`src/hdl/pfe_pkg.sv`:
```
package pfe_pkg;

  localparam logic [7:0] LetterLo = 8'd97;
  localparam logic [7:0] LetterHi = 8'd122;
  localparam logic [4:0] CodeI    = 5'd8;
  localparam logic [4:0] CodeJ    = 5'd9;

  localparam int unsigned SquareDim = 5;
  localparam int unsigned CodeW     = 5;
  localparam int unsigned RowW      = 50;
  localparam int unsigned RowLastW  = 25;
  localparam int unsigned CfgIdxW   = 2;

  typedef enum logic [CfgIdxW-1:0] {
    CfgRowsA   = 2'd0,
    CfgRowsB   = 2'd1,
    CfgRowLast = 2'd2
  } cfg_idx_e;

  // square[row][col] is one 5-bit letter code
  typedef logic [SquareDim-1:0][SquareDim-1:0][CodeW-1:0] square_t;

  typedef struct packed {
    logic [7:0] first;
    logic [7:0] second;
  } pair_t;

endpackage

```
`src/hdl/playfair_digraph_encrypt.sv`:
```
// Playfair pair encryptor: lowercase letters are encrypted two at a time with the
// 5x5 square loaded through the register port, every other byte passes through, and
// a lone non-letter between the letters of a pair comes out between the two cipher
// letters. A byte is taken every cycle while the output queue has three free places;
// it is held in the input register, and its results (none to three) are written to the
// queue when it leaves that register; the queue drains one word per cycle while the
// receiver does not stall. Sustained throughput is therefore one input byte per cycle
// when the bytes average one result each, and is limited by the single-word output
// port otherwise. Write the square only while the block is idle.
module playfair_digraph_encrypt import pfe_pkg::*; #(
  parameter int unsigned FifoDepth = 4
) (
  input  logic                 clk_i,
  input  logic                 rst_ni,

  input  logic                 cfg_we_i,
  input  logic [CfgIdxW-1:0]   cfg_idx_i,
  input  logic [RowW-1:0]      cfg_wdata_i,

  input  logic                 in_valid_i,
  output logic                 in_stall_o,
  input  logic [7:0]           in_byte_i,

  output logic                 out_valid_o,
  input  logic                 out_stall_i,
  output logic [7:0]           out_byte_o,
  output logic                 out_run_end_o
);

  localparam int unsigned PtrW = (FifoDepth > 1) ? $clog2(FifoDepth) : 1;
  localparam int unsigned CntW = $clog2(FifoDepth + 1);

  typedef struct packed {
    logic [7:0] data;
    logic       last;
  } res_t;

  // configuration
  logic [RowW-1:0]     rows_a_q;
  logic [RowW-1:0]     rows_b_q;
  logic [RowLastW-1:0] row_last_q;
  square_t             square;

  // input register
  logic                in_vld_q;
  logic [7:0]          in_byte_q;

  // pairing state
  logic [CodeW-1:0]    first_q, first_d;
  logic                have_first_q, have_first_d;
  logic [7:0]          gap_q, gap_d;
  logic                have_gap_q, have_gap_d;

  // output queue
  res_t                mem_q [FifoDepth];
  logic [PtrW-1:0]     wr_ptr_q, rd_ptr_q;
  logic [CntW-1:0]     cnt_q, cnt_d;

  logic                advance;
  logic                push_room;
  logic                pop;
  logic                accept;
  logic                is_letter;
  logic [CodeW-1:0]    code;
  pair_t               pair;
  logic [1:0]          n_res;
  res_t                res0, res1, res2;

  function automatic logic [PtrW-1:0] ptr_add(logic [PtrW-1:0] p, logic [1:0] k);
    logic [PtrW+1:0] s;
    s = {2'b00, p} + {{PtrW{1'b0}}, k};
    if (s >= (PtrW+2)'(FifoDepth)) begin
      s = s - (PtrW+2)'(FifoDepth);
    end
    return s[PtrW-1:0];
  endfunction

  // -------------------------------------------------------------------------
  // register port
  always_ff @(posedge clk_i or negedge rst_ni) begin
    if (!rst_ni) begin
      rows_a_q   <= '0;
      rows_b_q   <= '0;
      row_last_q <= '0;
    end else if (cfg_we_i) begin
      unique case (cfg_idx_i)
        CfgRowsA:   rows_a_q   <= cfg_wdata_i;
        CfgRowsB:   rows_b_q   <= cfg_wdata_i;
        CfgRowLast: row_last_q <= cfg_wdata_i[RowLastW-1:0];
        default: ;  // unused index, drop the write
      endcase
    end
  end

  assign square = {row_last_q, rows_b_q, rows_a_q};

  // -------------------------------------------------------------------------
  // input register
  assign pop       = out_valid_o && !out_stall_i;
  assign push_room = (cnt_q - CntW'(pop)) <= CntW'(FifoDepth - 3);
  assign advance   = in_vld_q && push_room;
  assign in_stall_o = in_vld_q && !push_room;
  assign accept    = in_valid_i && !in_stall_o;

  always_ff @(posedge clk_i or negedge rst_ni) begin
    if (!rst_ni) begin
      in_vld_q <= 1'b0;
    end else if (accept) begin
      in_vld_q <= 1'b1;
    end else if (advance) begin
      in_vld_q <= 1'b0;
    end
  end

  always_ff @(posedge clk_i) begin
    if (accept) begin
      in_byte_q <= in_byte_i;
    end
  end

  // -------------------------------------------------------------------------
  // pairing logic
  assign is_letter = (in_byte_q >= LetterLo) && (in_byte_q <= LetterHi);
  assign code      = CodeW'(in_byte_q - LetterLo);

  pfe_cipher u_cipher (
    .square_i (square),
    .first_i  (first_q),
    .second_i (code),
    .pair_o   (pair)
  );

  always_comb begin
    first_d      = first_q;
    have_first_d = have_first_q;
    gap_d        = gap_q;
    have_gap_d   = have_gap_q;
    n_res        = 2'd0;
    res0         = '{data: in_byte_q, last: 1'b1};
    res1         = '{data: pair.second, last: 1'b1};
    res2         = '{data: pair.second, last: 1'b1};
    if (!have_first_q) begin
      if (is_letter) begin
        first_d      = code;
        have_first_d = 1'b1;
      end else begin
        n_res = 2'd1;
      end
    end else if (!have_gap_q) begin
      if (!is_letter) begin
        gap_d      = in_byte_q;
        have_gap_d = 1'b1;
      end else begin
        n_res        = 2'd2;
        res0         = '{data: pair.first, last: 1'b0};
        have_first_d = 1'b0;
      end
    end else begin
      n_res = 2'd3;
      res1  = '{data: gap_q, last: 1'b0};
      if (is_letter) begin
        res0 = '{data: pair.first, last: 1'b0};
      end else begin
        // second non-letter: release everything unchanged
        res0 = '{data: LetterLo + {3'b000, first_q}, last: 1'b0};
        res2 = '{data: in_byte_q, last: 1'b1};
      end
      first_d      = '0;
      have_first_d = 1'b0;
      gap_d        = '0;
      have_gap_d   = 1'b0;
    end
  end

  always_ff @(posedge clk_i or negedge rst_ni) begin
    if (!rst_ni) begin
      first_q      <= '0;
      have_first_q <= 1'b0;
      gap_q        <= '0;
      have_gap_q   <= 1'b0;
    end else if (advance) begin
      first_q      <= first_d;
      have_first_q <= have_first_d;
      gap_q        <= gap_d;
      have_gap_q   <= have_gap_d;
    end
  end

  // -------------------------------------------------------------------------
  // output queue
  always_ff @(posedge clk_i) begin
    if (advance) begin
      if (n_res >= 2'd1) begin
        mem_q[wr_ptr_q] <= res0;
      end
      if (n_res >= 2'd2) begin
        mem_q[ptr_add(wr_ptr_q, 2'd1)] <= res1;
      end
      if (n_res == 2'd3) begin
        mem_q[ptr_add(wr_ptr_q, 2'd2)] <= res2;
      end
    end
  end

  assign cnt_d = cnt_q - CntW'(pop) + (advance ? CntW'(n_res) : CntW'(0));

  always_ff @(posedge clk_i or negedge rst_ni) begin
    if (!rst_ni) begin
      wr_ptr_q <= '0;
      rd_ptr_q <= '0;
      cnt_q    <= '0;
    end else begin
      if (advance) begin
        wr_ptr_q <= ptr_add(wr_ptr_q, n_res);
      end
      if (pop) begin
        rd_ptr_q <= ptr_add(rd_ptr_q, 2'd1);
      end
      cnt_q <= cnt_d;
    end
  end

  assign out_valid_o   = (cnt_q != '0);
  assign out_byte_o    = mem_q[rd_ptr_q].data;
  assign out_run_end_o = mem_q[rd_ptr_q].last;

  // -------------------------------------------------------------------------
  a_cnt_bound: assert property (@(posedge clk_i) disable iff (!rst_ni)
    cnt_q <= CntW'(FifoDepth))
    else $error("output queue overfilled");

  a_gap_needs_first: assert property (@(posedge clk_i) disable iff (!rst_ni)
    have_gap_q |-> have_first_q)
    else $error("gap byte held without a first letter");

  a_results_visible: assert property (@(posedge clk_i) disable iff (!rst_ni)
    (advance && n_res != 2'd0) |=> out_valid_o)
    else $error("results pushed but output not valid");

  a_stall_only_when_full: assert property (@(posedge clk_i) disable iff (!rst_ni)
    in_stall_o |-> (in_vld_q && cnt_q > CntW'(FifoDepth - 3)))
    else $error("input stalled with room in the queue");

endmodule

```
`src/hdl/pfe_cipher.sv`:
```
module pfe_cipher import pfe_pkg::*; (
  input  square_t            square_i,
  input  logic [CodeW-1:0]   first_i,
  input  logic [CodeW-1:0]   second_i,
  output pair_t              pair_o
);

  typedef struct packed {
    logic       found;
    logic [2:0] row;
    logic [2:0] col;
  } pos_t;

  pos_t pos_a;
  pos_t pos_b;

  function automatic pos_t find_cell(square_t sq, logic [CodeW-1:0] code);
    pos_t             p;
    logic [CodeW-1:0] key;
    p   = '0;
    key = (code == CodeJ) ? CodeI : code;
    // scan downwards so the lowest-numbered matching cell wins
    for (int r = SquareDim - 1; r >= 0; r--) begin
      for (int k = SquareDim - 1; k >= 0; k--) begin
        if (sq[r][k] == key) begin
          p.found = 1'b1;
          p.row   = 3'(r);
          p.col   = 3'(k);
        end
      end
    end
    return p;
  endfunction

  function automatic logic [2:0] wrap_inc(logic [2:0] x);
    return (x == 3'(SquareDim - 1)) ? 3'd0 : x + 3'd1;
  endfunction

  function automatic logic [7:0] to_byte(logic [CodeW-1:0] code);
    return LetterLo + {3'b000, code};
  endfunction

  always_comb begin
    pos_a = find_cell(square_i, first_i);
    pos_b = find_cell(square_i, second_i);
    if (!pos_a.found || !pos_b.found) begin
      // pass the letters as received
      pair_o.first  = to_byte(first_i);
      pair_o.second = to_byte(second_i);
    end else if (pos_a.row == pos_b.row) begin
      pair_o.first  = to_byte(square_i[pos_a.row][wrap_inc(pos_a.col)]);
      pair_o.second = to_byte(square_i[pos_b.row][wrap_inc(pos_b.col)]);
    end else if (pos_a.col == pos_b.col) begin
      pair_o.first  = to_byte(square_i[wrap_inc(pos_a.row)][pos_a.col]);
      pair_o.second = to_byte(square_i[wrap_inc(pos_b.row)][pos_b.col]);
    end else begin
      pair_o.first  = to_byte(square_i[pos_a.row][pos_b.col]);
      pair_o.second = to_byte(square_i[pos_b.row][pos_a.col]);
    end
  end

endmodule

```
`config.mk`:
```
export PLATFORM = sky130hd
export DESIGN_NAME = playfair_digraph_encrypt
export DESIGN_NICKNAME = d
export VERILOG_FILES = /design/src/hdl/pfe_pkg.sv /design/src/hdl/playfair_digraph_encrypt.sv /design/src/hdl/pfe_cipher.sv
export SDC_FILE = /design/constraint.sdc
export NUM_CORES = 1
export LEC_CHECK = 0
export ABC_AREA = 1
export BUFFER_PORTS_ARGS = -buffer_cell sky130_fd_sc_hd__buf_2
export CORE_ASPECT_RATIO = 1.25
export CORE_MARGIN = 3
export CORE_UTILIZATION = 40
export DETAILED_ROUTE_END_ITERATION = 7
export GPL_TIMING_DRIVEN = 0
export PLACE_DENSITY = 0.61
export SYNTH_ARGS = -nofsm -noshare
export SYNTH_HDL_FRONTEND = slang
export SYNTH_SLANG_ARGS = --single-unit
```
`constraint.sdc`:
```
create_clock -name clk_i -period 12 [get_ports clk_i]
set_input_delay 2.4 -clock clk_i [delete_from_list [all_inputs] [get_ports clk_i]]
set_output_delay 2.4 -clock clk_i [all_outputs]
set_load 0.03 [all_outputs]
```
# == Word-level counts from Yosys, hierarchy flattened ==
# Memory sizes are Yosys's and may differ from the RTL's.
# Index checks and enable logic that the tools add are counted.
# word_totals
reg_bits,156
latchBits,0
ram_bits,36
rom_bits,0
output_inout_bits,11
wordCells,258
n_memories,1
# classes
addsub,23
n_mul,0
div_mod_pow,0
magnitude_cmp,17
eq_ne,63
n_shift,0
muxes,121
n_bitwise,0
n_reduce_logical,21
# mem_list
name,depth,width,rd,rd_clocked_by_memory_dff,write_ports,line_no,text
mem_q,4,9,1,0,3,playfair_digraph_encrypt.sv:55,res_t mem_q [FifoDepth];
# op_table
op,n
2-to-1 mux 7 bit,50
binary-select mux 25 bit (select 3 bit),4
equality test 5 bit,50
2-to-1 mux 25 bit,4
binary-select mux 5 bit (select 3 bit),6
2-to-1 mux 9 bit,9
adder 7 x 5 -> 8 bit (first input constant),8
2-to-1 mux 5 bit,11
2-to-1 mux 16 bit,3
less-than comparator 3 x 4 -> 1 bit (second input constant),8
2-to-1 mux 2 bit,12
2-to-1 mux 1 bit,16
2-to-1 mux 8 bit,2
adder 3 x 1 -> 3 bit (second input constant),4
equality test 3 bit (second input constant),4
greater-or-equal comparator 3 bit (second input constant),4
2-to-1 mux 3 bit,4
equality test 5 x 4 -> 1 bit (second input constant),2
greater-or-equal comparator 8 x 7 -> 1 bit (second input constant),1
less-or-equal comparator 8 x 7 -> 1 bit (second input constant),1
AND reduction 2 bit,4
subtractor 2 x 1 -> 2 bit (second input constant),4
adder 2 x 1 -> 3 bit (second input constant),2
equality test 3 bit,2
other kinds (19),30

# == Depth between registers and ports, before layout ==
# depth
ltp_word,42
depth_mapped,55

# == Hierarchy ==
# Synthesis repeated with hierarchy kept, for this count alone.
# hier_totals
hier_cells,3184
area_unflattened_um2,20048.0
# by_module_without_submodules
mod,n_inst,cells_each,area_each_um2
pfe_cipher,1,2156,11081.9
playfair_digraph_encrypt,1,1028,8966.1

# == Least setup slack after synthesis ==
# Ideal clock, no wire load.
# synth_timing
kind,input to output
from,input port out_stall_i
to,output port in_stall_o
arrival_time_ns,3.416
required_time_ns,9.600
slack_ns,6.184
stages,7
path_cell_list,a31oi_1 ha_1 ha_1 xnor2_1 nand2_1 nand2_1 inv_1
# synth_between
elab_chain_cells,6
# synth_rtl
element,line_no,text
"start, declared",playfair_digraph_encrypt.sv:25,"input logic out_stall_i,"
logical NOT 1 bit,playfair_digraph_encrypt.sv:99,assign pop = out_valid_o && !out_stall_i;
logical AND 1 bit,playfair_digraph_encrypt.sv:99,
subtractor 3 x 1 -> 3 bit,playfair_digraph_encrypt.sv:100,assign push_room = (cnt_q - CntW'(pop)) <= CntW'(FifoDepth - 3);
less-or-equal comparator 3 x 1 -> 1 bit,playfair_digraph_encrypt.sv:100,
logical NOT 1 bit,playfair_digraph_encrypt.sv:102,assign in_stall_o = in_vld_q && !push_room;
logical AND 1 bit,playfair_digraph_encrypt.sv:102,
"end, declared",playfair_digraph_encrypt.sv:21,"output logic in_stall_o,"
# No other way between the ends.

==> results.md <==
- Final Skew: 25.7 ps
- Worst Path Max Fanout: 12
- Combinational family with the most area after synthesis: simple AND/OR/NAND/NOR gates
- Max Freq: 110 MHz
- Pin count of the biggest net entering global routing: 104
- Clock buffers created by TritonCTS: 17
- Register Area: 4980 sq um
- Synth Area in Compound Gates: around 22%
- Placed instance area: 20300 sq um
- Layout area overhead: 9.28%
- CTS clock-pin slew for the worst setup and hold paths: 80 ps
- Share of cells above drive strength 1: 7.89%
- Antenna diodes: 0
- Routability cong.: 1.12
- #FFs+latches synth: 192
- Most frequent cells in the layout: 883 x nand2_1, 415 x o21ai_0, 270 x inv_1
- Setup violations, final: 0
- Grt ovf: 0
- # IOs: 76
- Synth unique cells: 55
- Setup crit end kind: flip-flop
- Commonest non-fill, non-tap cell in the layout: nand2_1
- Rows: 88
- Slew Limit Fails: 0
- First-pass detailed-route iteration total: 8
- Hpwl dp: about 90000 um
- Total placed cells including tap cells: 3752
- Vias in the first global route: 21.3k
- Slowest cell on crit path: nor3_1
- WP data arrival: 9340 ps
- Drt drc: 0
- Syn Nets: roughly 3.1k
- Fillers: 5088
- Routed WL: 111000 um
- Vias: around 23k
- Die area: around 50000 sq um
- WS Path Type: flip-flop to flip-flop
- Area of the multi-input gates: 12100 sq um
- Unrepaired setup endpoints after global routing: false
- Initial core utilization: 40.9%
- Critical Path RT: 12210 ps
- First-pass GRT wire length: approximately 160000 um
- Syn avg cell area: 6.27 sq um
- Design Area, Final: 20900 sq um
- Antenna viol nets, final: 0
- Seq/Total Area, Yosys: 26.1%
- Post-Synth Simple-Gate Area: a little under a third
- Hold Crit Class: flip-flop to flip-flop
- Hold Buf Count CTS: 0
- Port-buffer cells: 75
- Slew Limit Headroom: 2.50%
- Post-CTS Setup Bufs: 0
- Final hold vios: 0
- Post_cts resized: 0
- Adder-cell area share of the yosys netlist: ~1.4%
- Tmin final: 9130 ps
- Detailed Route Iter0 Violations: slightly above 3k
- GRT Overall Usage: 43.0%
- Post-synthesis cell count: 3046
- Leading post-synthesis cells by cell area: dfrtp_1 19%, nand2_1 17%, o21ai_0 11%
- Non-filler instance count after layout: 3784
- Largest stage delay on the critical path: 980 ps
- CTS tree: built
- Post-synthesis mux area share: less than 1%
- Max Root-Sink Buffers: 2
- Cell taking the most area after synthesis: dfrtp_1
- Via density: 6.11
- Final Cycle Share: 76.1%
- Clock sink count: 192
- Post-Synth XOR/XNOR Area: 9.53%
- H-tree depth: 4
- Synth Cell Area: about 19000 sq um
- CTS root buf: clkbuf_16
- Die width: between 200 and 250 um
- Clock latency on the worst-skew pair: approximately 500 ps
- Core area: 46700 sq um
- Post-DR wirelength/cell: between 20 and 30 um
- Reported max-cap violation count: 0
- Status: finished clean
- Slew @ Worst Pin: 1450 ps
- Yosys top cell area share: 19.4%
- Yosys warns: 0
- Critical path startpoint category: flip-flop
- Die Ht: 250 um
- Antenna violations before repair: 0
- Final nets: 3227
- Most frequent CP cell: nand2_1
- Setup TNS: 0 ps
## Yosys cell counts, drive strengths merged
cell type and number:
o221ai 11, mux2i 4, edfxtp 40, inv 279, nand4 22, o22ai 23, dfrtp 148, a221o 1
fa 1, a22oi 1, ha 20, nor3 77, xor2 183, a2111o 1, nor4 1, a221oi 9
nand3b 3, o21a 1, clkinv 10, nand3 194, clkbuf 108, nand2 909, o31ai 9, o2111ai 10
a311oi 8, xnor2 25, a21oi 119, o21bai 1, a31oi 23, o21ai 497, a211oi 22, and2 1
buf 89, o211ai 20, dfxtp 4, nor2 169, or2 3
## worst max-delay path: cells and delay by family, from the launching register on
kind	cells	cell delay (ps)
buf+inv	13	2720
fa+ha+maj	3	720
xor+xnor	1	120
mux	1	190
flops	1	540
compound gates	6	1800
simple gates	13	2730
## through the flow
step,worst slack [ps],util [%],hold WS (ps)
2_1_floorplan,6180,-,447
3_3_place_gp,3630,43.4,474
3_5_place_dp,3620,43.5,482
4_1_cts,3590,44.7,506
5_1_grt,2800,44.7,533
6_report,2870,44.7,503
## worst paths after layout
check	startpoint	slack [ps]	cells after the start	end
worst max-delay path	in_byte_q[0]	2870	37	mem_q[3][2]
worst min-delay path	in_vld_q	500	2	in_vld_q
worst max register to register	in_byte_q[0]	2870	37	mem_q[3][2]
worst min register to register	in_vld_q	500	2	in_vld_q
max in group asynchronous	rst_ni	9220	2	rows_b_q[8]
min in group asynchronous	rst_ni	1840	1	cnt_q[0]
## cell type report
type | instances | share of cell area [%]
multi-input cells | 2368 | 57.8
flip-flops and latches | 192 | 23.9
inverters | 289 | 5.21
plain buffers | 197 | 4.64
well taps | 630 | 3.77
clock buffers | 19 | 2.07
repair buffers | 76 | 1.96
clock inverters | 13 | 0.689
## layer usage
metal / track usage (%) / routed length [um] / vias up
li1: - / - / 10200
met1: 49.1 / 39700 / 10900
met2: 67.7 / 48800 / 1550
met3: 11.6 / 11200 / 451
met4: 34.2 / 11400 / 0
met5: 0 / 0 / -
## cells by family (layout without fill, tap and decap cells)
logic type                 after synthesis  in the layout
and+or+nand+nor                       1379           1379
AOI/OAI and AO/OA                      756            756
buffers and inverters                  486            594
xor gates and xnor gates               208            208
DFF                                    192            192
adders and majority gates               21             21
muxes                                    4              4
## state kept, by name (all words and copies together), names as in the netlist, 2 cells and up
signal and cells:
row_last_q 25, rows_b_q 50, in_byte_q 8, rows_a_q 50, wr_ptr_q 2, rd_ptr_q 2, first_q 5, mem_q 36
gap_q 8, cnt_q 3
Power is not shown: default switching activity piles up to over one toggle a cycle in this logic, so the estimate is an artifact.
